### src/sv/msched_pkg.sv
// Shared types, codes and constants of the multi-policy CPU scheduler.
package msched_pkg;

  localparam int READY_DEPTH_DEF = 32;
  localparam int NUM_CPUS_DEF    = 8;
  localparam int NW              = 5;   // holds a CPU count up to 16
  localparam int ENTRY_W         = 24;  // {task, time}

  localparam logic [1:0] CFG_POLICY = 2'd0;
  localparam logic [1:0] CFG_SLICE  = 2'd1;
  localparam logic [1:0] CFG_CPUS   = 2'd2;

  localparam logic [1:0] POL_RR   = 2'd1;
  localparam logic [1:0] POL_SRTF = 2'd2;

  localparam logic [2:0] FN_WAKE    = 3'd0;
  localparam logic [2:0] FN_PREEMPT = 3'd1;
  localparam logic [2:0] FN_YIELD   = 3'd2;
  localparam logic [2:0] FN_TERM    = 3'd3;
  localparam logic [2:0] FN_IDLE    = 3'd4;

  typedef enum logic [2:0] {
    ACT_DISPATCH = 3'd0,
    ACT_IDLE     = 3'd1,
    ACT_PREEMPT  = 3'd2,
    ACT_WAKE_CPU = 3'd3,
    ACT_NONE     = 3'd4,
    ACT_FULL     = 3'd5
  } action_e;

  typedef enum logic [1:0] {
    TGT_ZERO = 2'd0,
    TGT_CPU  = 2'd1,
    TGT_SCAN = 2'd2,
    TGT_MAX  = 2'd3
  } tgt_e;

  typedef struct packed {
    logic    latch_in;
    logic    enq_wake;
    logic    enq_pre;
    logic    clr_valid;
    logic    wscan_init;
    logic    wscan_step;
    logic    dscan_init;
    logic    dscan_step;
    logic    shift_init;
    logic    shift_step;
    logic    res_we;
    action_e res_act;
    tgt_e    res_tgt;
    logic    load_out;
  } cmd_t;

  typedef struct packed {
    logic is_wake;
    logic is_bad;
    logic is_pre;
    logic is_idle_req;
    logic full;
    logic cur_valid;
    logic cnt_zero;
    logic wscan_end;
    logic wscan_hit;
    logic wscan_pre;
    logic dscan_done;
    logic shift_done;
    logic out_blocked;
  } sts_t;

endpackage

### src/sv/msched_ram.sv
// Generic single-write, single-read RAM with registered read data.
module msched_ram #(
  parameter int WIDTH = 8,
  parameter int DEPTH = 32
) (
  input  logic                     clk_i,
  input  logic                     we_i,
  input  logic [$clog2(DEPTH)-1:0] waddr_i,
  input  logic [WIDTH-1:0]         wdata_i,
  input  logic [$clog2(DEPTH)-1:0] raddr_i,
  output logic [WIDTH-1:0]         rdata_o
);

  logic [WIDTH-1:0] mem_q [DEPTH];

  always_ff @(posedge clk_i) begin
    if (we_i) begin
      mem_q[waddr_i] <= wdata_i;
    end
    rdata_o <= mem_q[raddr_i];
  end

endmodule

### src/sv/msched_ctrl.sv
// Sequencing state machine of the scheduler.
module msched_ctrl (
  input  logic               clk_i,
  input  logic               rst_ni,
  input  logic               in_valid_i,
  output logic               in_stall_o,
  input  msched_pkg::sts_t   sts_i,
  output msched_pkg::cmd_t   cmd_o
);
  import msched_pkg::*;

  typedef enum logic [6:0] {
    S_IDLE  = 7'b0000001,
    S_DEC   = 7'b0000010,
    S_WSCAN = 7'b0000100,
    S_DISP  = 7'b0001000,
    S_DSCAN = 7'b0010000,
    S_SHIFT = 7'b0100000,
    S_DONE  = 7'b1000000
  } state_e;

  state_e st_q, st_d;

  assign in_stall_o = (st_q != S_IDLE);

  always_comb begin
    st_d  = st_q;
    cmd_o = '0;
    cmd_o.res_act = ACT_NONE;
    cmd_o.res_tgt = TGT_ZERO;
    case (st_q)
      S_IDLE: begin
        if (in_valid_i) begin
          cmd_o.latch_in = 1'b1;
          st_d = S_DEC;
        end
      end
      S_DEC: begin
        if (sts_i.is_wake) begin
          if (sts_i.full) begin
            cmd_o.res_we  = 1'b1;
            cmd_o.res_act = ACT_FULL;
            st_d = S_DONE;
          end else begin
            cmd_o.enq_wake   = 1'b1;
            cmd_o.wscan_init = 1'b1;
            st_d = S_WSCAN;
          end
        end else if (sts_i.is_bad) begin
          cmd_o.res_we  = 1'b1;
          cmd_o.res_tgt = TGT_CPU;
          st_d = S_DONE;
        end else if (sts_i.is_pre) begin
          if (sts_i.cur_valid) begin
            cmd_o.clr_valid = 1'b1;
            if (sts_i.full) begin
              cmd_o.res_we  = 1'b1;
              cmd_o.res_act = ACT_FULL;
              cmd_o.res_tgt = TGT_CPU;
              st_d = S_DONE;
            end else begin
              cmd_o.enq_pre = 1'b1;
              st_d = S_DISP;
            end
          end else begin
            st_d = S_DISP;
          end
        end else if (sts_i.is_idle_req) begin
          if (sts_i.cur_valid) begin
            cmd_o.res_we  = 1'b1;
            cmd_o.res_tgt = TGT_CPU;
            st_d = S_DONE;
          end else begin
            st_d = S_DISP;
          end
        end else begin
          cmd_o.clr_valid = 1'b1;
          st_d = S_DISP;
        end
      end
      S_WSCAN: begin
        if (sts_i.wscan_end) begin
          cmd_o.res_we = 1'b1;
          if (sts_i.wscan_pre) begin
            cmd_o.res_act = ACT_PREEMPT;
            cmd_o.res_tgt = TGT_MAX;
          end
          st_d = S_DONE;
        end else if (sts_i.wscan_hit) begin
          cmd_o.res_we  = 1'b1;
          cmd_o.res_act = ACT_WAKE_CPU;
          cmd_o.res_tgt = TGT_SCAN;
          st_d = S_DONE;
        end else begin
          cmd_o.wscan_step = 1'b1;
        end
      end
      S_DISP: begin
        if (sts_i.cnt_zero) begin
          cmd_o.res_we  = 1'b1;
          cmd_o.res_act = ACT_IDLE;
          cmd_o.res_tgt = TGT_CPU;
          st_d = S_DONE;
        end else begin
          cmd_o.dscan_init = 1'b1;
          st_d = S_DSCAN;
        end
      end
      S_DSCAN: begin
        cmd_o.dscan_step = 1'b1;
        if (sts_i.dscan_done) begin
          cmd_o.shift_init = 1'b1;
          st_d = S_SHIFT;
        end
      end
      S_SHIFT: begin
        if (sts_i.shift_done) begin
          cmd_o.res_we  = 1'b1;
          cmd_o.res_act = ACT_DISPATCH;
          cmd_o.res_tgt = TGT_CPU;
          st_d = S_DONE;
        end else begin
          cmd_o.shift_step = 1'b1;
        end
      end
      S_DONE: begin
        if (!sts_i.out_blocked) begin
          cmd_o.load_out = 1'b1;
          st_d = S_IDLE;
        end
      end
      default: st_d = S_IDLE;
    endcase
  end

  always_ff @(posedge clk_i or negedge rst_ni) begin
    if (!rst_ni) begin
      st_q <= S_IDLE;
    end else begin
      st_q <= st_d;
    end
  end

`ifndef SYNTHESIS
  a_accept_decodes: assert property (@(posedge clk_i) disable iff (!rst_ni)
    in_valid_i && !in_stall_o |=> st_q == S_DEC)
    else $error("accepted beat did not reach decode");
  a_state_onehot: assert property (@(posedge clk_i) disable iff (!rst_ni)
    $onehot(st_q))
    else $error("state register not one-hot");
  a_result_to_done: assert property (@(posedge clk_i) disable iff (!rst_ni)
    cmd_o.res_we |=> st_q == S_DONE)
    else $error("result written without finishing the event");
`endif

endmodule

### src/sv/msched_dp.sv
// Datapath of the scheduler: config, ready table, running table, result registers.
module msched_dp #(
  parameter int READY_DEPTH = msched_pkg::READY_DEPTH_DEF,
  parameter int NUM_CPUS    = msched_pkg::NUM_CPUS_DEF
) (
  input  logic             clk_i,
  input  logic             rst_ni,
  input  logic             cfg_we_i,
  input  logic [1:0]       cfg_idx_i,
  input  logic [7:0]       cfg_data_i,
  input  logic [2:0]       func_i,
  input  logic [2:0]       cpu_i,
  input  logic [7:0]       task_id_i,
  input  logic [15:0]      time_left_i,
  input  logic             out_stall_i,
  output logic             out_valid_o,
  output logic [2:0]       action_o,
  output logic [2:0]       target_cpu_o,
  output logic [7:0]       dispatched_task_o,
  output logic [7:0]       slice_out_o,
  input  msched_pkg::cmd_t cmd_i,
  output msched_pkg::sts_t sts_o
);
  import msched_pkg::*;

  localparam int AW  = $clog2(READY_DEPTH);
  localparam int CW  = $clog2(READY_DEPTH + 1);
  localparam int CIW = (NUM_CPUS > 1) ? $clog2(NUM_CPUS) : 1;

  // configuration
  logic [1:0] policy_q;
  logic [7:0] slice_q;
  logic [3:0] cin_q;

  // latched event
  logic [2:0]  func_q, cpu_q;
  logic [7:0]  task_q;
  logic [15:0] time_q;

  // tables
  logic [CW-1:0]       rcnt_q;
  logic [NUM_CPUS-1:0] valid_q;
  logic [7:0]          rtask_q [NUM_CPUS];
  logic [15:0]         rtime_q [NUM_CPUS];

  // scans
  logic [NW-1:0] wi_q, maxcpu_q;
  logic [15:0]   max_time_q;
  logic [CW-1:0] rd_k_q;
  logic [AW-1:0] k_q, pos_q, pos_n;
  logic          pv_q;
  logic [7:0]    best_task_q;
  logic [15:0]   best_time_q;

  // result
  action_e    res_act_q, out_act_q;
  logic [2:0] res_tgt_q, out_tgt_q;
  logic [7:0] res_task_q, out_task_q, res_slice_q, out_slice_q;
  logic       out_valid_q;

  logic [NW-1:0]      n_w;
  logic [CIW-1:0]     cpu_idx, wi_idx;
  logic [CW-1:0]      limit;
  logic               mem_we, upd, commit;
  logic [AW-1:0]      mem_waddr;
  logic [ENTRY_W-1:0] mem_wdata, mem_rdata;
  logic [2:0]         tgt_w;

  assign n_w = (cin_q == 4'd0) ? NW'(1) :
               ({1'b0, cin_q} > NW'(NUM_CPUS)) ? NW'(NUM_CPUS) : {1'b0, cin_q};
  assign cpu_idx = CIW'(cpu_q);
  assign wi_idx  = CIW'(wi_q);
  assign limit   = (policy_q == POL_SRTF) ? rcnt_q : CW'(1);
  assign commit  = cmd_i.res_we && (cmd_i.res_act == ACT_DISPATCH);

  assign upd   = cmd_i.dscan_step && pv_q &&
                 ((k_q == '0) || (mem_rdata[15:0] < best_time_q));
  assign pos_n = upd ? k_q : pos_q;

  assign mem_we    = cmd_i.enq_wake || cmd_i.enq_pre || (cmd_i.shift_step && pv_q);
  assign mem_waddr = (cmd_i.shift_step) ? (k_q - AW'(1)) : rcnt_q[AW-1:0];
  assign mem_wdata = cmd_i.enq_wake ? {task_q, time_q} :
                     cmd_i.enq_pre  ? {rtask_q[cpu_idx], time_q} : mem_rdata;

  msched_ram #(.WIDTH(ENTRY_W), .DEPTH(READY_DEPTH)) u_ready (
    .clk_i  (clk_i),
    .we_i   (mem_we),
    .waddr_i(mem_waddr),
    .wdata_i(mem_wdata),
    .raddr_i(rd_k_q[AW-1:0]),
    .rdata_o(mem_rdata)
  );

  // status
  always_comb begin
    sts_o             = '0;
    sts_o.is_wake     = (func_q == FN_WAKE);
    sts_o.is_bad      = (func_q > FN_IDLE) || ({2'b00, cpu_q} >= n_w);
    sts_o.is_pre      = (func_q == FN_PREEMPT);
    sts_o.is_idle_req = (func_q == FN_IDLE);
    sts_o.full        = (rcnt_q == CW'(READY_DEPTH));
    sts_o.cur_valid   = valid_q[cpu_idx];
    sts_o.cnt_zero    = (rcnt_q == '0);
    sts_o.wscan_end   = (wi_q >= n_w);
    sts_o.wscan_hit   = !valid_q[wi_idx];
    sts_o.wscan_pre   = (policy_q == POL_SRTF) && (time_q < max_time_q);
    sts_o.dscan_done  = pv_q && (CW'(k_q) == limit - CW'(1));
    sts_o.shift_done  = (rd_k_q >= rcnt_q) && !pv_q;
    sts_o.out_blocked = out_valid_q && out_stall_i;
  end

  always_comb begin
    case (cmd_i.res_tgt)
      TGT_CPU:  tgt_w = cpu_q;
      TGT_SCAN: tgt_w = wi_q[2:0];
      TGT_MAX:  tgt_w = maxcpu_q[2:0];
      default:  tgt_w = 3'd0;
    endcase
  end

  // control state
  always_ff @(posedge clk_i or negedge rst_ni) begin
    if (!rst_ni) begin
      policy_q    <= 2'd0;
      slice_q     <= 8'd10;
      cin_q       <= 4'd1;
      rcnt_q      <= '0;
      valid_q     <= '0;
      out_valid_q <= 1'b0;
    end else begin
      if (cfg_we_i) begin
        case (cfg_idx_i)
          CFG_POLICY: policy_q <= cfg_data_i[1:0];
          CFG_SLICE:  slice_q  <= cfg_data_i;
          CFG_CPUS:   cin_q    <= cfg_data_i[3:0];
          default:    ;
        endcase
      end
      if (cmd_i.enq_wake || cmd_i.enq_pre) begin
        rcnt_q <= rcnt_q + CW'(1);
      end else if (commit) begin
        rcnt_q <= rcnt_q - CW'(1);
      end
      if (cmd_i.clr_valid) begin
        valid_q[cpu_idx] <= 1'b0;
      end else if (commit) begin
        valid_q[cpu_idx] <= 1'b1;
      end
      if (cmd_i.load_out) begin
        out_valid_q <= 1'b1;
      end else if (!out_stall_i) begin
        out_valid_q <= 1'b0;
      end
    end
  end

  // payload
  always_ff @(posedge clk_i) begin
    if (cmd_i.latch_in) begin
      func_q <= func_i;
      cpu_q  <= cpu_i;
      task_q <= task_id_i;
      time_q <= time_left_i;
    end
    if (commit) begin
      rtask_q[cpu_idx] <= best_task_q;
      rtime_q[cpu_idx] <= best_time_q;
    end
    if (cmd_i.wscan_init) begin
      wi_q <= '0;
    end else if (cmd_i.wscan_step) begin
      if ((wi_q == '0) || (rtime_q[wi_idx] > max_time_q)) begin
        max_time_q <= rtime_q[wi_idx];
        maxcpu_q   <= wi_q;
      end
      wi_q <= wi_q + NW'(1);
    end
    if (cmd_i.dscan_init) begin
      rd_k_q <= '0;
      pv_q   <= 1'b0;
    end else if (cmd_i.shift_init) begin
      rd_k_q <= CW'(pos_n) + CW'(1);
      pv_q   <= 1'b0;
    end else if (cmd_i.dscan_step || cmd_i.shift_step) begin
      if (rd_k_q < (cmd_i.dscan_step ? limit : rcnt_q)) begin
        rd_k_q <= rd_k_q + CW'(1);
        k_q    <= rd_k_q[AW-1:0];
        pv_q   <= 1'b1;
      end else begin
        pv_q   <= 1'b0;
      end
    end
    if (upd) begin
      pos_q       <= k_q;
      best_task_q <= mem_rdata[23:16];
      best_time_q <= mem_rdata[15:0];
    end
    if (cmd_i.res_we) begin
      res_act_q   <= cmd_i.res_act;
      res_tgt_q   <= tgt_w;
      res_task_q  <= commit ? best_task_q : 8'd0;
      res_slice_q <= (commit && policy_q == POL_RR) ? slice_q : 8'd0;
    end
    if (cmd_i.load_out) begin
      out_act_q   <= res_act_q;
      out_tgt_q   <= res_tgt_q;
      out_task_q  <= res_task_q;
      out_slice_q <= res_slice_q;
    end
  end

  assign out_valid_o       = out_valid_q;
  assign action_o          = out_act_q;
  assign target_cpu_o      = out_tgt_q;
  assign dispatched_task_o = out_task_q;
  assign slice_out_o       = out_slice_q;

`ifndef SYNTHESIS
  a_cnt_bound: assert property (@(posedge clk_i) disable iff (!rst_ni)
    rcnt_q <= CW'(READY_DEPTH))
    else $error("ready count beyond table depth");
  a_commit_nonempty: assert property (@(posedge clk_i) disable iff (!rst_ni)
    commit |-> rcnt_q != '0)
    else $error("dispatch from an empty ready table");
  a_enq_not_full: assert property (@(posedge clk_i) disable iff (!rst_ni)
    (cmd_i.enq_wake || cmd_i.enq_pre) |-> rcnt_q < CW'(READY_DEPTH))
    else $error("enqueue into a full ready table");
  a_load_shows: assert property (@(posedge clk_i) disable iff (!rst_ni)
    cmd_i.load_out |=> out_valid_q)
    else $error("loaded result not presented");
`endif

endmodule

### src/sv/multi_policy_cpu_scheduler.sv
// Top level of the multi-policy CPU scheduler.
//
// Input channel: one beat per scheduling event (func_i, cpu_i, task_id_i,
// time_left_i), taken when in_valid_i is high and in_stall_o is low.
// Output channel: one beat per event (action_o, target_cpu_o,
// dispatched_task_o, slice_out_o), taken when out_valid_o is high and
// out_stall_i is low. Configuration: cfg_we_i writes cfg_data_i into the
// register cfg_idx_i (0 policy, 1 slice length, 2 CPUs in use); write only
// while no event is in flight.
// One event at a time. A wake scans the CPUs in use for an idle one, and a
// dispatch reads the ready entries (all entries in SRTF mode to find the
// shortest, one in the other modes) and then moves each entry behind the
// chosen one down to close the gap, reading one ready entry per cycle.
// Reset empties the ready table, marks every CPU idle and restores the
// register defaults. While the receiver stalls, the result beat holds, and
// the block may take and finish one more event, then waits to hand it over.
module multi_policy_cpu_scheduler #(
  parameter int READY_DEPTH = msched_pkg::READY_DEPTH_DEF,
  parameter int NUM_CPUS    = msched_pkg::NUM_CPUS_DEF
) (
  input  logic        clk_i,
  input  logic        rst_ni,
  input  logic        cfg_we_i,
  input  logic [1:0]  cfg_idx_i,
  input  logic [7:0]  cfg_data_i,
  input  logic        in_valid_i,
  output logic        in_stall_o,
  input  logic [2:0]  func_i,
  input  logic [2:0]  cpu_i,
  input  logic [7:0]  task_id_i,
  input  logic [15:0] time_left_i,
  output logic        out_valid_o,
  input  logic        out_stall_i,
  output logic [2:0]  action_o,
  output logic [2:0]  target_cpu_o,
  output logic [7:0]  dispatched_task_o,
  output logic [7:0]  slice_out_o
);
  import msched_pkg::*;

  cmd_t cmd;
  sts_t sts;

  // sequence the event
  msched_ctrl u_ctrl (
    .clk_i     (clk_i),
    .rst_ni    (rst_ni),
    .in_valid_i(in_valid_i),
    .in_stall_o(in_stall_o),
    .sts_i     (sts),
    .cmd_o     (cmd)
  );

  // hold the tables and the result beat
  msched_dp #(.READY_DEPTH(READY_DEPTH), .NUM_CPUS(NUM_CPUS)) u_dp (
    .clk_i            (clk_i),
    .rst_ni           (rst_ni),
    .cfg_we_i         (cfg_we_i),
    .cfg_idx_i        (cfg_idx_i),
    .cfg_data_i       (cfg_data_i),
    .func_i           (func_i),
    .cpu_i            (cpu_i),
    .task_id_i        (task_id_i),
    .time_left_i      (time_left_i),
    .out_stall_i      (out_stall_i),
    .out_valid_o      (out_valid_o),
    .action_o         (action_o),
    .target_cpu_o     (target_cpu_o),
    .dispatched_task_o(dispatched_task_o),
    .slice_out_o      (slice_out_o),
    .cmd_i            (cmd),
    .sts_o            (sts)
  );

endmodule

### config.mk
export PLATFORM = sky130hd
export DESIGN_NAME = multi_policy_cpu_scheduler
export DESIGN_NICKNAME = d
export VERILOG_FILES = /design/src/sv/msched_pkg.sv /design/src/sv/msched_ram.sv /design/src/sv/msched_ctrl.sv /design/src/sv/msched_dp.sv /design/src/sv/multi_policy_cpu_scheduler.sv
export SDC_FILE = /design/constraint.sdc
export NUM_CORES = 1
export LEC_CHECK = 0
export BUFFER_PORTS_ARGS = -buffer_cell sky130_fd_sc_hd__buf_4
export CAP_MARGIN = 30
export CORE_MARGIN = 3
export CORE_UTILIZATION = 40
export DETAILED_ROUTE_END_ITERATION = 7
export PLACE_DENSITY = 0.51
export SLEW_MARGIN = 20
export SYNTH_ARGS = -nofsm -noshare
export SYNTH_HDL_FRONTEND = slang
export SYNTH_HIERARCHICAL = 1
export SYNTH_SLANG_ARGS = --single-unit
export TNS_END_PERCENT = 20
### constraint.sdc
create_clock -name clk_i -period 7.27 [get_ports clk_i]
set_clock_uncertainty 0.05 [all_clocks]
set_input_delay 0.3635 -clock clk_i [delete_from_list [all_inputs] [get_ports clk_i]]
set_output_delay 0.3635 -clock clk_i [all_outputs]
set_load 0.01 [all_outputs]
Word level (Yosys, flattened, before mapping)
Memories as Yosys holds them, arrays and structs flattened. A register that Yosys moved wholly into a read port is not among the register bits.
Index checks and enable logic that the tools add are counted.
Widths: inputs -> output; s select.
- logic and storage cells: 208
- bits of input ports: 45
- RAM bits: 960
- memories kept: 3
- flip-flop bits (word level): 175
- output and inout bits: 24
- memories (memory ; words ; bits a word ; read ports ; clocked after Yosys merged registers in ; write ports ; RTL line ; source):
    u_dp.u_ready.mem_q ; 32 ; 24 ; 1 ; 1 ; 1 ; msched_ram.sv:14 ; logic [WIDTH-1:0] mem_q [DEPTH];
    u_dp.rtime_q ; 8 ; 16 ; 1 ; 1 ; 1 ; msched_dp.sv:44 ; logic [15:0] rtime_q [NUM_CPUS];
    u_dp.rtask_q ; 8 ; 8 ; 1 ; 1 ; 1 ; msched_dp.sv:43 ; logic [7:0] rtask_q [NUM_CPUS];
- eq/ne operators: 25
- reduce and logical (&&, ||, !) cells: 36
- bitwise logic cells: 6
- $lt $le $gt $ge: 12
- $add $sub $neg: 7
- mux-type cells: 91
- operators with widths (cell ; number):
    $mux 7 ; 15
    $mux 6 ; 13
    $pmux 7 s7 ; 1
    $mux 24 ; 2
    $lt 16x16->1 ; 2
    $mux 1 ; 32
    $pmux 6 s4 ; 1
    $mux 5 ; 4
    $gt 16x16->1 ; 1
    $mux 2 ; 8
    $mux 4 ; 4
    $mux 8 ; 2
    $mux 3 ; 5
    $add 6x1->6 const B ; 2
    $sub 6x1->6 const B ; 2
    $logic_and 1x1->1 ; 10
    $logic_not 5->1 ; 2
    $pmux 3 s3 ; 1
    $and 8x8->8 ; 1
    $eq 2x2->1 const B ; 4
    $lt 3x4->1 const B ; 2
    $ne 2x2->1 const B ; 4
    $not 8->8 ; 1
    $or 8x8->8 ; 1
    other kinds (40) ; 57

Depth between registers and ports, before layout
Gate-level depths: netlist (run 1).
- depth after elaboration: 12
- gate-level depth with buffers: 19
- gate-level depth less buffers: 17

By module
The synthesis (run 1) kept the hierarchy.
- by module, submodules not included (module ; times used ; cells an instance ; area each (um^2) ; seq. area each (um^2)):
    msched_ram ; 1 ; 1711 ; 30480.5 ; 23542.6
    msched_dp ; 1 ; 984 ; 15721.3 ; 10618.9
    msched_ctrl ; 1 ; 84 ; 686.9 ; 176.4

Worst setup path before layout (run 1)
No wires, ideal clock.
- path kind: reg2reg
- start: register u_dp.rd_k_q[0]
- end: memory u_dp.rtask_q[5][0], enable pin
- setup time: 438 ps
- path buffers: 1
- stages on the path, launching flop included: 17
- data required time: 6782 ps
- data arrival time: 4641 ps
- clock period less this slack: 5129 ps
- slack: 2141 ps
- cells stage by stage: dfxtp_1 -> inv_1 -> ha_1 -> nand2b_1 -> a21o_1 -> a21oi_1 -> nor2b_1 -> o21ai_0 -> nand2b_1 -> a21oi_1 -> nor2_1 -> nand3b_1 -> a211oi_1 -> a311o_2 -> or4b_2 -> clkbuf_1 -> nor3_1
- RTL lines (what ; RTL line ; source):
    start: declaration ; msched_dp.sv:49 ; logic [CW-1:0] rd_k_q;
    start signal: assignment ; msched_dp.sv:182 ; rd_k_q <= CW'(pos_n) + CW'(1);
    start signal: assignment ; msched_dp.sv:186 ; rd_k_q <= rd_k_q + CW'(1);
    end: declaration ; msched_dp.sv:43 ;

==> results by group, run 1 <==
Run status
  – Status: complete, no violations

Detailed routing
  – Detail-routed net length per standard cell: about 24 um
  – Via count: between 20k and 25k
  – Final Routed Wirelength: 111.3 mm
  – Number of DRC violations after detailed routing: 0
  – Via count normalized by instance count: approximately 5.4
  – Count of routing violations after the opening detailed-route iteration: roughly 2.0k
  – Iteration count of the initial detailed-routing pass: 5
  – Antenna Violating Nets Remaining: 0

Worst setup path
  – Kind of end point of the critical path: flop
  – Crit path DAT: 5.40 ns
  – Highest fanout seen on the critical path: 24
  – WS Path Type: flop to flop
  – Required time of the critical path: roughly 7.6 ns
  – Worst R2R Path Depth: 16
  – CP Launch Type: flop

Floorplan
  – Core box area: around 120000 um2
  – Die extent in x: between 300 and 400 um
  – Floorplan die height: ~350 um
  – I/O pin count: 69
  – Site Rows: 124
  – Floorplan die area: 121400 um2
  – Effective utilization at floorplan: between 40% and 50%

GRT
  – Met1 track utilization from global routing: between 20 and 30%
  – GR Layer Usage met3: 2.567%
  – Total routing resource utilization after global routing: ~18%
  – Met2 Usage GRT: 30.26%
  – Initial antenna violation count: 0
  – Overflow left after global routing: 0
  – Global-route wire length before repair: roughly 170 mm
  – Top Usage Layer GRT: met2
  – Largest net degree at the start of global routing: 97
  – Via count of the first global-routing pass: 24.99k

Clock network
  – Clock transition at path regs: approximately 0.060 ns
  – Hold Buf Count CTS: 44
  – Number of H-tree levels: 3
  – Clock latency on the worst-skew pair: approximately 0.71 ns
  – Clock buffer count from CTS: 120
  – Maximum buffer depth of the clock tree: 3
  – Count of clock tree sinks: 1165
  – Setup Buffers After CTS: 0
  – CTS tree: built
  – CTS root buffer: clkbuf_16
  – CTS-repair resized insts: 0

Place
  – Post-DP HPWL: ~70 mm
  – Placed standard-cell area: 49290 um2
  – Global placement routability congestion: between 0.8 and 0.9
  – Port Buffers: between 60 and 70

STA
  – Relative slew slack: between 30% and 40%
  – Number of hold violations in the final report: 0
  – Min cycle time layout: approximately 5.1 ns
  – Max Slew Vio Count: 0
  – Final-report setup violation count: 0
  – Slew @ Worst Pin: 0.9690 ns
  – RSZ-0062 raised after global routing: no
  – Post-Route Setup TNS: 0 ns
  – Post-route clock period utilization: 69.50%
  – Achievable clock frequency: 0.1979 GHz

Final layout
  – Ant diodes: 0
  – Synthesis-to-finish area growth: 14.38%
  – Share of final-layout standard cells stronger than drive strength 1: 16.09%
  – Register area: around 34000 um2
  – Number of fill cells in the layout: ~9.8k
  – Net count, final: 3072
  – Cell area after layout: between 50000 and 60000 um2
  – Area of the multi-input gates: roughly 12000 um2

Logic synthesis
  – Number of synthesized register bits: around 1.2k
  – Mean instance size in the synthesized netlist: approximately 17 um2
  – EDFF count, synth: between 1k and 1.5k
  – Most used standard cell by instance count after synthesis: edfxtp_1
  – Sequential share of the synthesized area: 73.23%
  – Post-Syn Nets: 2898
  – Synth area leader: edfxtp_1
  – Distinct cell type count of the synthesized netlist: 81
  – Count of warnings emitted by yosys: 6
  – List of most frequent post-synthesis cells: edfxtp_1, mux2i_1, nand2_1
  – Top area cells in the synthesized netlist: edfxtp_1, mux2i_1, mux4_2
  – Portion of synthesized cell area occupied by the leading cell type: 69.29%
  – Share of synthesized flip-flops with an asynchronous set or reset: under 10%
  – Mapped cell area: approximately 47000 um2
  – Synth Flop Type: edfxtp_1
  – Number of instances in the synthesized netlist: about 2.8k

Power
  – Power density over the cells: 340.2 nW/um2
  – IR Drop Worst-Case VDD: 0.2338 mV
  – Reported leakage power: approximately 17 nW

Worst hold path
  – Number of instances on the worst hold path: 3
  – Min-delay worst type: primary input to flop

Run
  – Maximum Capacitance Violations: 0
## through the flow
stage	setup slack, ns	power [mW]	hold WS [ns]	std cells	utilization, %
4_1_cts	2.245	18.37	0.07879	4557	46.39
3_5_place_dp	2.240	12.44	0.3279	4293	42.76
3_3_place_gp	2.316	12.37	0.3209	4289	42.70
5_1_grt	1.817	19.02	0.09405	4563	46.52
2_1_floorplan	2.141	10.91	0.01791	2779	-
6_report	2.217	18.24	0.1319	4563	46.52
## registers in the layout, indices dropped and copies added, names as in the netlist, 16 cells and up, named ones only
signal and cells:
u_dp/best_time_q 16, u_dp/max_time_q 16, u_dp/rtask_q 64, u_dp/rtime_q 128
u_dp/time_q 16, u_dp/u_ready/mem_q 768, u_dp/u_ready/rdata_o 24
## power breakdown
group          switching [mW]  internal [mW]  total, mW  leakage (nW)
combinational            2.62           1.22       3.84          4.72
sequential              0.255           8.27       8.52          10.6
clock                    2.48           3.40       5.88          1.82
total                    5.36           12.9       18.2          17.2
## logic make-up (layout without fill, tap and decap cells)
kind of cell / after synthesis / count (layout) / synth area share [%]
xor+xnor: 20 / 20 / 0.3736
mux: 501 / 501 / 12.19
compound gates: 364 / 364 / 5.209
flops: 1165 / 1165 / 73.23
fa+ha+maj: 74 / 74 / 1.991
buf+inv: 195 / 467 / 2.172
simple gates: 460 / 460 / 4.830
## critical path, cell delays in order (launching register included)
cell      delay (ns)
dfxtp_4         0.58
inv_1           0.08
ha_1            0.27
nand2b_1        0.15
a21o_1          0.18
a21oi_1         0.15
nor2b_1         0.06
o21ai_0         0.15
nand2b_1        0.08
a21oi_1         0.16
nor2_1          0.09
nor2_1          0.69
nor2_1          0.12
a21oi_1         0.62
nand3b_1        0.39
nor2_2          0.56
buf_4           0.35
## routing by layer
metal,up-vias,wire length (um)
li1,11230,-
met1,12650,50600
met2,593,53960
met3,130,5069
met4,0,1676
met5,-,0
## final timing paths
| check | start | to | slack (ns) |
|---|---|---|---|
| setup / recovery | u_dp/rd_k_q[0] | u_dp/u_ready/mem_q[14][10] | 2.22 |
| hold / removal | cfg_we_i | u_dp/policy_q[0] | 0.13 |
| setup reg to reg | u_dp/rd_k_q[0] | u_dp/u_ready/mem_q[14][10] | 2.22 |
| hold reg to reg | u_dp/res_slice_q[2] | u_dp/slice_out_o[2] | 0.37 |
| max in group asynchronous | rst_ni | u_dp/slice_q[1] | 6.65 |
| min in group asynchronous | rst_ni | asynchronous set/reset pin | 0.15 |
## placed cells by master, fill, tap and decap left out, drive strengths merged, types with 4 or more instances in the layout
cell type	n
dfxtp	47
bufinv	9
buf	146
nand3	84
nand4	9
a31oi	31
nor4	4
nor3	38
a22o	51
o21ai	44
inv	60
clkinv	45
nand4b	5
a211oi	10
nand3b	10
nand2b	16
dlygate4sd3	44
xor2	7
o21a	4
nor4b	5
dfstp	4
and2	21
mux2	52
nand2	131
dfrtp	32
a21oi	112
mux4	50
mux2i	399
or2	5
or3	4
ha	73
nor2b	14
nor3b	7
edfxtp	1082
clkbuf	161
xnor2	13
a22oi	73
a21o	10
nor2	96
## final cells by class
class                      count  area share [%]
multi-input combinational   1419           21.88
sequential                  1165           64.04
timing repair buffer         190           3.164
clock buffer                 161           5.982
clock inverter                59           1.010
tap                         1512           3.527
inverter                      57          0.3989
No activity file was read; power rests on OpenSTA's default activity.
==> run 2, diff against run 1 <==
--- a/config.mk
+++ b/config.mk
@@ -10,7 +10,7 @@
 export CORE_MARGIN = 3
 export CORE_UTILIZATION = 40
 export DETAILED_ROUTE_END_ITERATION = 7
-export PLACE_DENSITY = 0.51
+export PLACE_DENSITY = 0.53
 export SLEW_MARGIN = 20
 export SYNTH_ARGS = -nofsm -noshare
 export SYNTH_HDL_FRONTEND = slang
==> constraint.sdc (replaced) <==
create_clock -name clk_i -period 4.11 [get_ports clk_i]
set_clock_uncertainty 0.05 [all_clocks]
set_input_delay 0.2055 -clock clk_i [delete_from_list [all_inputs] [get_ports clk_i]]
set_output_delay 0.2055 -clock clk_i [all_outputs]
set_load 0.01 [all_outputs]
==> run 2 against run 1 <==
Clock-buffer cell count decreased by 5. Largest cell class unchanged. Sequential power increased by 76%. Global-route usage decreased by 0.22 points. Clock power is 79% higher. Cell area increased by 2.4%. Critical endpoint is now u_dp/rtask_q[3][6]. Die area did not move. Combinational power increased by 77%. Non-clock buffer count increased by 76. Wire length fell by 0.76%.
==> results by group, run 2 (same netlist as run 1, synthesis figures left out) <==
Run status
  – Status: complete, no violations

Final layout
  – Reg with most FFs: u_dp/u_ready/mem_q
  – Top library cells by usage in the layout, fill and taps aside: edfxtp_1, mux2i_1, buf_4
  – Register area: between 30000 and 40000 um2
  – Largest registers in the final layout: u_dp/u_ready/mem_q x768, u_dp/rtime_q x128, u_dp/rtask_q x64
  – Core occupancy in the finished layout: a little under half
  – Net count, final: 3148
  – Number of fill cells in the layout: around 10k
  – Synthesis-to-finish area growth: 17.08%
  – Area of the multi-input gates: ~12000 um2
  – Share of final-layout standard cells stronger than drive strength 1: around 19%
  – Most frequent standard cell in the layout excluding fill and tap cells: edfxtp_1
  – Number of flip-flops under the largest register name: between 700 and 800

STA
  – RSZ-0062 raised after global routing: no
  – Worst Slack Setup Final: between 0.15 and 0.2 ns
  – Min cycle time layout: around 4.0 ns
  – Post-Route Setup TNS: 0 ns
  – Slew @ Worst Pin: about 1 ns
  – Final-report setup violation count: 0
  – Number of hold violations in the final report: 0
  – Achievable clock frequency: 0.2527 GHz
  – Post-route clock period utilization: between 90% and 100%
  – Worst hold-check slack: approximately 0.18 ns
  – Relative slew slack: a little over a third
  – Max Slew Vio Count: 0

Worst setup path
  – Kind of cell adding the most delay to the critical path: compound AO/OA/AOI/OAI gates
  – Worst R2R Path Depth: 18
  – Required time of the critical path: 4.46 ns
  – Library cell appearing most often on the critical path: a21oi_2
  – Series of cell instances along the critical path: ha_1 -> a21o_1 -> a21oi_2 -> nor2b_1 -> o21ai_1 -> nand2b_1 -> a211oi_2 -> o21bai_1 -> a31oi_1 -> buf_4 -> a21oi_2 -> a21oi_1 -> nand4_1 -> or4b_4 -> buf_12 -> nor3_4 -> buf_6 -> clkbuf_16
  – Highest fanout seen on the critical path: 6
  – Max incr delay on CP: ~0.58 ns
  – Crit path DAT: 4.31 ns
  – CP Launch Type: flop
  – WP buf/inv: 4
  – WS Path Type: flop to flop
  – Number of logic stages on the critical path including buffering: 18
  – CP max stage cell: or4b_4
  – Kind of end point of the critical path: flop

Detailed routing
  – Total length of routed met2 wires: 53.73 mm
  – Via count: approximately 25k
  – Met1 layer wirelength in the final routing: approximately 49 mm
  – Final Routed Wirelength: 110.5 mm
  – Antenna Violating Nets Remaining: 0
  – Number of DRC violations after detailed routing: 0
  – Iteration count of the initial detailed-routing pass: 5
  – Via count normalized by instance count: ~5.4
  – Detail-routed net length per standard cell: around 24 um
  – Highest Signal Layer: met4
  – Count of routing violations after the opening detailed-route iteration: between 2k and 2.5k
  – Routed met3 length: 4.412 mm

Clock network
  – Clock latency on the worst-skew pair: 0.71 ns
  – Count of clock tree sinks: 1165
  – Clock buffer count from CTS: 120
  – CTS tree: built
  – Number of H-tree levels: 3
  – Maximum buffer depth of the clock tree: 3
  – Clock transition at path regs: about 0.060 ns
  – CTS root buffer: clkbuf_16

Power
  – Sequential Power Share: approximately 46%
  – Power density over the cells: between 500 and 600 nW/um2
  – Internal power of the cells: about 23 mW
  – Combinational Power Share: between 20% and 30%
  – Switching power: approximately 9 mW
  – Switching Share: between 20 and 30%
  – Total chip power: 32.21 mW
  – Clock power share: between 30% and 40%
  – Reported leakage power: 17.73 nW
  – IR Drop Worst-Case VDD: around 0.36 mV

Worst hold path
  – Number of instances on the worst hold path: 2
  – Min-delay worst type: primary input to flop

Place
  – Port Buffers: between 60 and 70
  – Worst slack at placement: -0.03698 ns
  – Post-DP HPWL: 67.81 mm
  – Global placement routability congestion: roughly 0.84

GRT
  – Initial antenna violation count: 2
  – Largest net degree at the start of global routing: 106
  – Global-route wire length before repair: 165.1 mm
  – Via count of the first global-routing pass: 25.61k
  – Total routing resource utilization after global routing: between 15 and 20%
  – Overflow left after global routing: 0

Floorplan
  – I/O pin count: slightly below 70
  – Core box area: about 120000 um2
  – Die extent in x: between 300 and 400 um
  – Effective utilization at floorplan: around 41%
  – Floorplan die area: approximately 120000 um2
  – Site Rows: between 100 and 150
  – Floorplan die height: approximately 350 um

Run
  – Maximum Capacitance Violations: 0
-- run 2: area by class of cell --
cell class / instances / area share, %
inverter: 57 / 0.3966
timing repair buffer: 266 / 5.105
clock buffer: 156 / 5.885
clock inverter: 65 / 1.076
sequential: 1165 / 62.56
multi-input combinational: 1419 / 21.53
tap: 1512 / 3.446
antenna: 1 / 0.004558
-- run 2: per-stage QoR --
| step | instances | instance area, um2 |
|---|---|---|
| 4_1_cts | 4637 | 54780 |
| 6_report | 4641 | 54900 |
| 3_5_place_dp | 4362 | 50380 |
| 2_1_floorplan | 2779 | 46960 |
| 5_1_grt | 4640 | 54890 |
| 3_3_place_gp | 4362 | 50380 |
-- run 2: final timing paths --
check / start / endpoint / slack (ns)
min reg2reg: u_dp/res_tgt_q[2] / u_dp/target_cpu_o[2] / 0.37
min: func_i[2] / u_dp/func_q[2] / 0.18
max: u_dp/time_q[1] / u_dp/rtask_q[3][6] / 0.15
min in group asynchronous: rst_ni / u_dp/cin_q[0] / 0.57
max in group asynchronous: rst_ni / u_dp/rcnt_q[4] / 3.23
max reg2reg: u_dp/time_q[1] / u_dp/rtask_q[3][6] / 0.15
-- run 2: what timing repair did --
| item | in CTS | in global routing |
|---|---|---|
| setup endpoints to repair | 116 | 184 |
| endpoints found under the hold margin | 98 | 0 |
| gates cloned | 1 | 1 |
| buffers inserted | 4 | 0 |
| hold buffers | 49 | 0 |
| resized for setup | 6 | 15 |
| pin swaps | 3 | 8 |
-- run 2: power groups by stage --
stage / clock (mW) / sequential [mW] / combinational (mW)
finish: 10.5 / 15.0 / 6.78
global route: 11.3 / 15.0 / 7.33
CTS: 10.8 / 15.0 / 6.79
detailed placement: 0 / 15.2 / 6.72
global placement: 0 / 15.2 / 6.57
floorplan: 0 / 15.0 / 4.26
-- run 2: worst register-to-register path, stage by stage, from the launching register on --
cell,delay [ns]
edfxtp_1,0.40
ha_1,0.28
a21o_1,0.16
a21oi_2,0.13
nor2b_1,0.06
o21ai_1,0.11
nand2b_1,0.08
a211oi_2,0.21
o21bai_1,0.11
a31oi_1,0.21
buf_4,0.20
a21oi_2,0.07
a21oi_1,0.16
nand4_1,0.16
or4b_4,0.58
buf_12,0.17
nor3_4,0.20
buf_6,0.16
clkbuf_16,0.15
-- run 2: per-layer routing --
metal	track usage, %	up-vias
met3	2.381	179
met5	0	-
met1	24.77	12800
li1	-	11400
met4	5.145	0
met2	30.28	568
==> run 3, diff against run 2 <==
--- a/config.mk
+++ b/config.mk
@@ -8,9 +8,9 @@
 export BUFFER_PORTS_ARGS = -buffer_cell sky130_fd_sc_hd__buf_4
 export CAP_MARGIN = 30
 export CORE_MARGIN = 3
-export CORE_UTILIZATION = 40
+export CORE_UTILIZATION = 34
 export DETAILED_ROUTE_END_ITERATION = 7
-export PLACE_DENSITY = 0.53
+export PLACE_DENSITY = 0.46
 export SLEW_MARGIN = 20
 export SYNTH_ARGS = -nofsm -noshare
 export SYNTH_HDL_FRONTEND = slang
==> run 3 against run 2 <==
Via count up 1.5%. Non-clock buffer count increased by 50. Combinational power grew 7.4%. Global-route usage decreased by 1.3 points. Clock power grew 10%. Worst hold slack worse by 0.051 ns.
==> results by group, run 3 (same netlist as run 1, synthesis figures left out) <==
Clock network
  – Number of H-tree levels: 4
  – Clock buffer count from CTS: 134
  – CTS tree: built
  – Maximum buffer depth of the clock tree: 3
  – CTS root buffer: clkbuf_16
  – Clock latency on the worst-skew pair: roughly 0.75 ns
  – Clock transition at path regs: around 0.060 ns
  – Count of clock tree sinks: ~1.2k

Floorplan
  – I/O pin count: about 70
  – Die extent in x: 377.4 um
  – Core box area: around 140000 um2
  – Floorplan die height: approximately 380 um
  – Site Rows: 135
  – Floorplan die area: roughly 140000 um2
  – Effective utilization at floorplan: between 30% and 40%

Power
  – Switching power: roughly 9.8 mW
  – Reported leakage power: approximately 18 nW
  – Sequential Power Share: between 40% and 50%
  – Switching Share: between 20% and 30%
  – Internal power of the cells: around 24 mW
  – Combinational Power Share: ~22%
  – Power density over the cells: 602.4 nW/um2
  – Total chip power: 33.88 mW
  – IR Drop Worst-Case VDD: around 0.36 mV
  – Clock power share: 34.3%

STA
  – Post-route clock period utilization: 97.75%
  – Slew @ Worst Pin: 1.044 ns
  – Relative slew slack: between 30% and 40%
  – Achievable clock frequency: 0.2489 GHz
  – Min cycle time layout: 4.017 ns
  – Worst hold-check slack: roughly 0.13 ns
  – Max Slew Vio Count: 0
  – Number of hold violations in the final report: 0
  – RSZ-0062 raised after global routing: yes
  – Final-report setup violation count: 0

Worst setup path
  – WS Path Type: flop to flop
  – R2R Path Start: u_dp/time_q[1]
  – Critical path capture point: u_dp/rtime_q[3][2]
  – CP Launch Type: flop
  – Kind of end point of the critical path: flop
  – Worst setup path startpoint: u_dp/time_q[1]
  – Highest fanout seen on the critical path: 10
  – Worst R2R Path Depth: 18
  – Register-to-register path setup slack: 0.09 ns
  – Crit path DAT: ~4.4 ns
  – Reg2reg end: u_dp/rtime_q[3][2]
  – Required time of the critical path: about 4.5 ns

Run status
  – Status: complete, no violations

GRT
  – Overflow left after global routing: 0
  – Largest net degree at the start of global routing: approximately 110
  – Total routing resource utilization after global routing: between 15 and 20%
  – Global-route wire length before repair: roughly 170 mm
  – Initial antenna violation count: 7
  – Via count of the first global-routing pass: ~26k

Detailed routing
  – Via count: roughly 25k
  – Number of DRC violations after detailed routing: 0
  – Antenna Violating Nets Remaining: 0
  – Via count normalized by instance count: about 5.1
  – Final Routed Wirelength: around 120 mm
  – Detail-routed net length per standard cell: about 24 um
  – Count of routing violations after the opening detailed-route iteration: between 1.5k and 2k
  – Iteration count of the initial detailed-routing pass: 5

Final layout
  – Register area: approximately 34000 um2
  – Number of flip-flops under the largest register name: 768
  – Share of final-layout standard cells stronger than drive strength 1: 20.68%
  – Net count, final: 3212
  – Reg with most FFs: u_dp/u_ready/mem_q
  – Most frequent standard cell in the layout excluding fill and tap cells: edfxtp_1
  – Area of the multi-input gates: about 12000 um2
  – Top library cells by usage in the layout, fill and taps aside: edfxtp_1, mux2i_1, buf_4
  – Number of fill cells in the layout: ~12k
  – Largest registers in the final layout: u_dp/u_ready/mem_q x768, u_dp/rtime_q x128, u_dp/rtask_q x64
  – Synthesis-to-finish area growth: 19.95%

Place
  – Global placement routability congestion: ~0.79
  – Post-DP HPWL: about 74 mm
  – Port Buffers: 68

Worst hold path
  – Min-delay worst type: primary input to flop

Run
  – Maximum Capacitance Violations: 0
run 3: changes by cell type in the layout (fill, tap and decap cells not counted), sizes merged:
cell    before  now
clkinv      48   53
inv         60   62
clkbuf     157  172
diode        1    2
buf        217  266
bufinv       9   11
run 3: area by class of cell:
type	count	area share (%)
clock buffer	170	6.425
tap	1781	3.962
timing repair buffer	316	5.795
sequential	1165	61.06
inverter	57	0.3804
multi-input combinational	1419	21.09
antenna	2	0.008899
clock inverter	74	1.273
run 3: timing repair:
item / in CTS / in global routing
setup endpoints to repair: 217 / 209
setup buffers: 3 / 4
hold buffers: 49 / 0
gates cloned: 1 / 3
endpoints found under the hold margin: 102 / 0
resized for setup: 12 / 19
pin swaps: 6 / 9
run 3: per-stage QoR:
step | TNS, ns | util [%] | instance area (um2) | cells | worst slack (ns)
global placement | -95.28 | 37.53 | 51090 | 4676 | -0.5867
CTS | 0 | 41.16 | 56040 | 4974 | 0.01190
floorplan | -181.10 | - | 46960 | 2779 | -0.3050
finish | 0 | 41.31 | 56240 | 4984 | 0.09265
detailed placement | -96.66 | 37.54 | 51110 | 4677 | -0.5731
global route | -9.199 | 41.31 | 56240 | 4982 | -0.1121
run 3: critical path, cell delays in order, from the launching register on:
cell and delay [ns]:
edfxtp_1 0.39, ha_1 0.30, a21o_1 0.17, a21oi_2 0.14, nor2b_1 0.06, o21ai_1 0.11
nand2b_1 0.11, a211oi_2 0.25, o21bai_2 0.12, a31oi_4 0.30, buf_6 0.16, a21oi_4 0.06
a21oi_2 0.14, nand4_1 0.14, or4b_4 0.52, buf_12 0.17, nor3_4 0.20, buf_6 0.14
buf_12 0.14
run 3: metal layers:
metal | GRT usage, % | routed length, um | share of wire (%)
met5 | 0 | 0 | 0
met4 | 4.687 | 2618 | 2.2
met3 | 3.053 | 5432 | 4.5
met2 | 27.22 | 57310 | 48
met1 | 22.94 | 54130 | 45
run 3: power by group through the flow:
stage                     logic (mW)  registers (mW)  clock network (mW)
after floorplan                 4.26            15.0                   0
after global routing            7.92            15.0                12.5
after global placement          7.10            15.2                   0
after detailed placement        7.23            15.2                   0
final                           7.28            15.0                11.6
after CTS                       7.31            15.0                12.0
run 3: how the worst min path moves through the flow:
stage / startpoint / to / slack (ns) / cells past startpoint
finish: task_id_i[2] / u_dp/task_q[2] / 0.13 / 2
global route: task_id_i[2] / u_dp/task_q[2] / 0.09 / 2
CTS: task_id_i[1] / u_dp/task_q[1] / 0.07 / 2
detailed placement: rst_ni / u_dp/slice_q[4] / 0.17 / 1
global placement: rst_ni / u_dp/slice_q[4] / 0.16 / 1
floorplan: rst_ni / u_ctrl/st_q[1] / -0.14 / 0
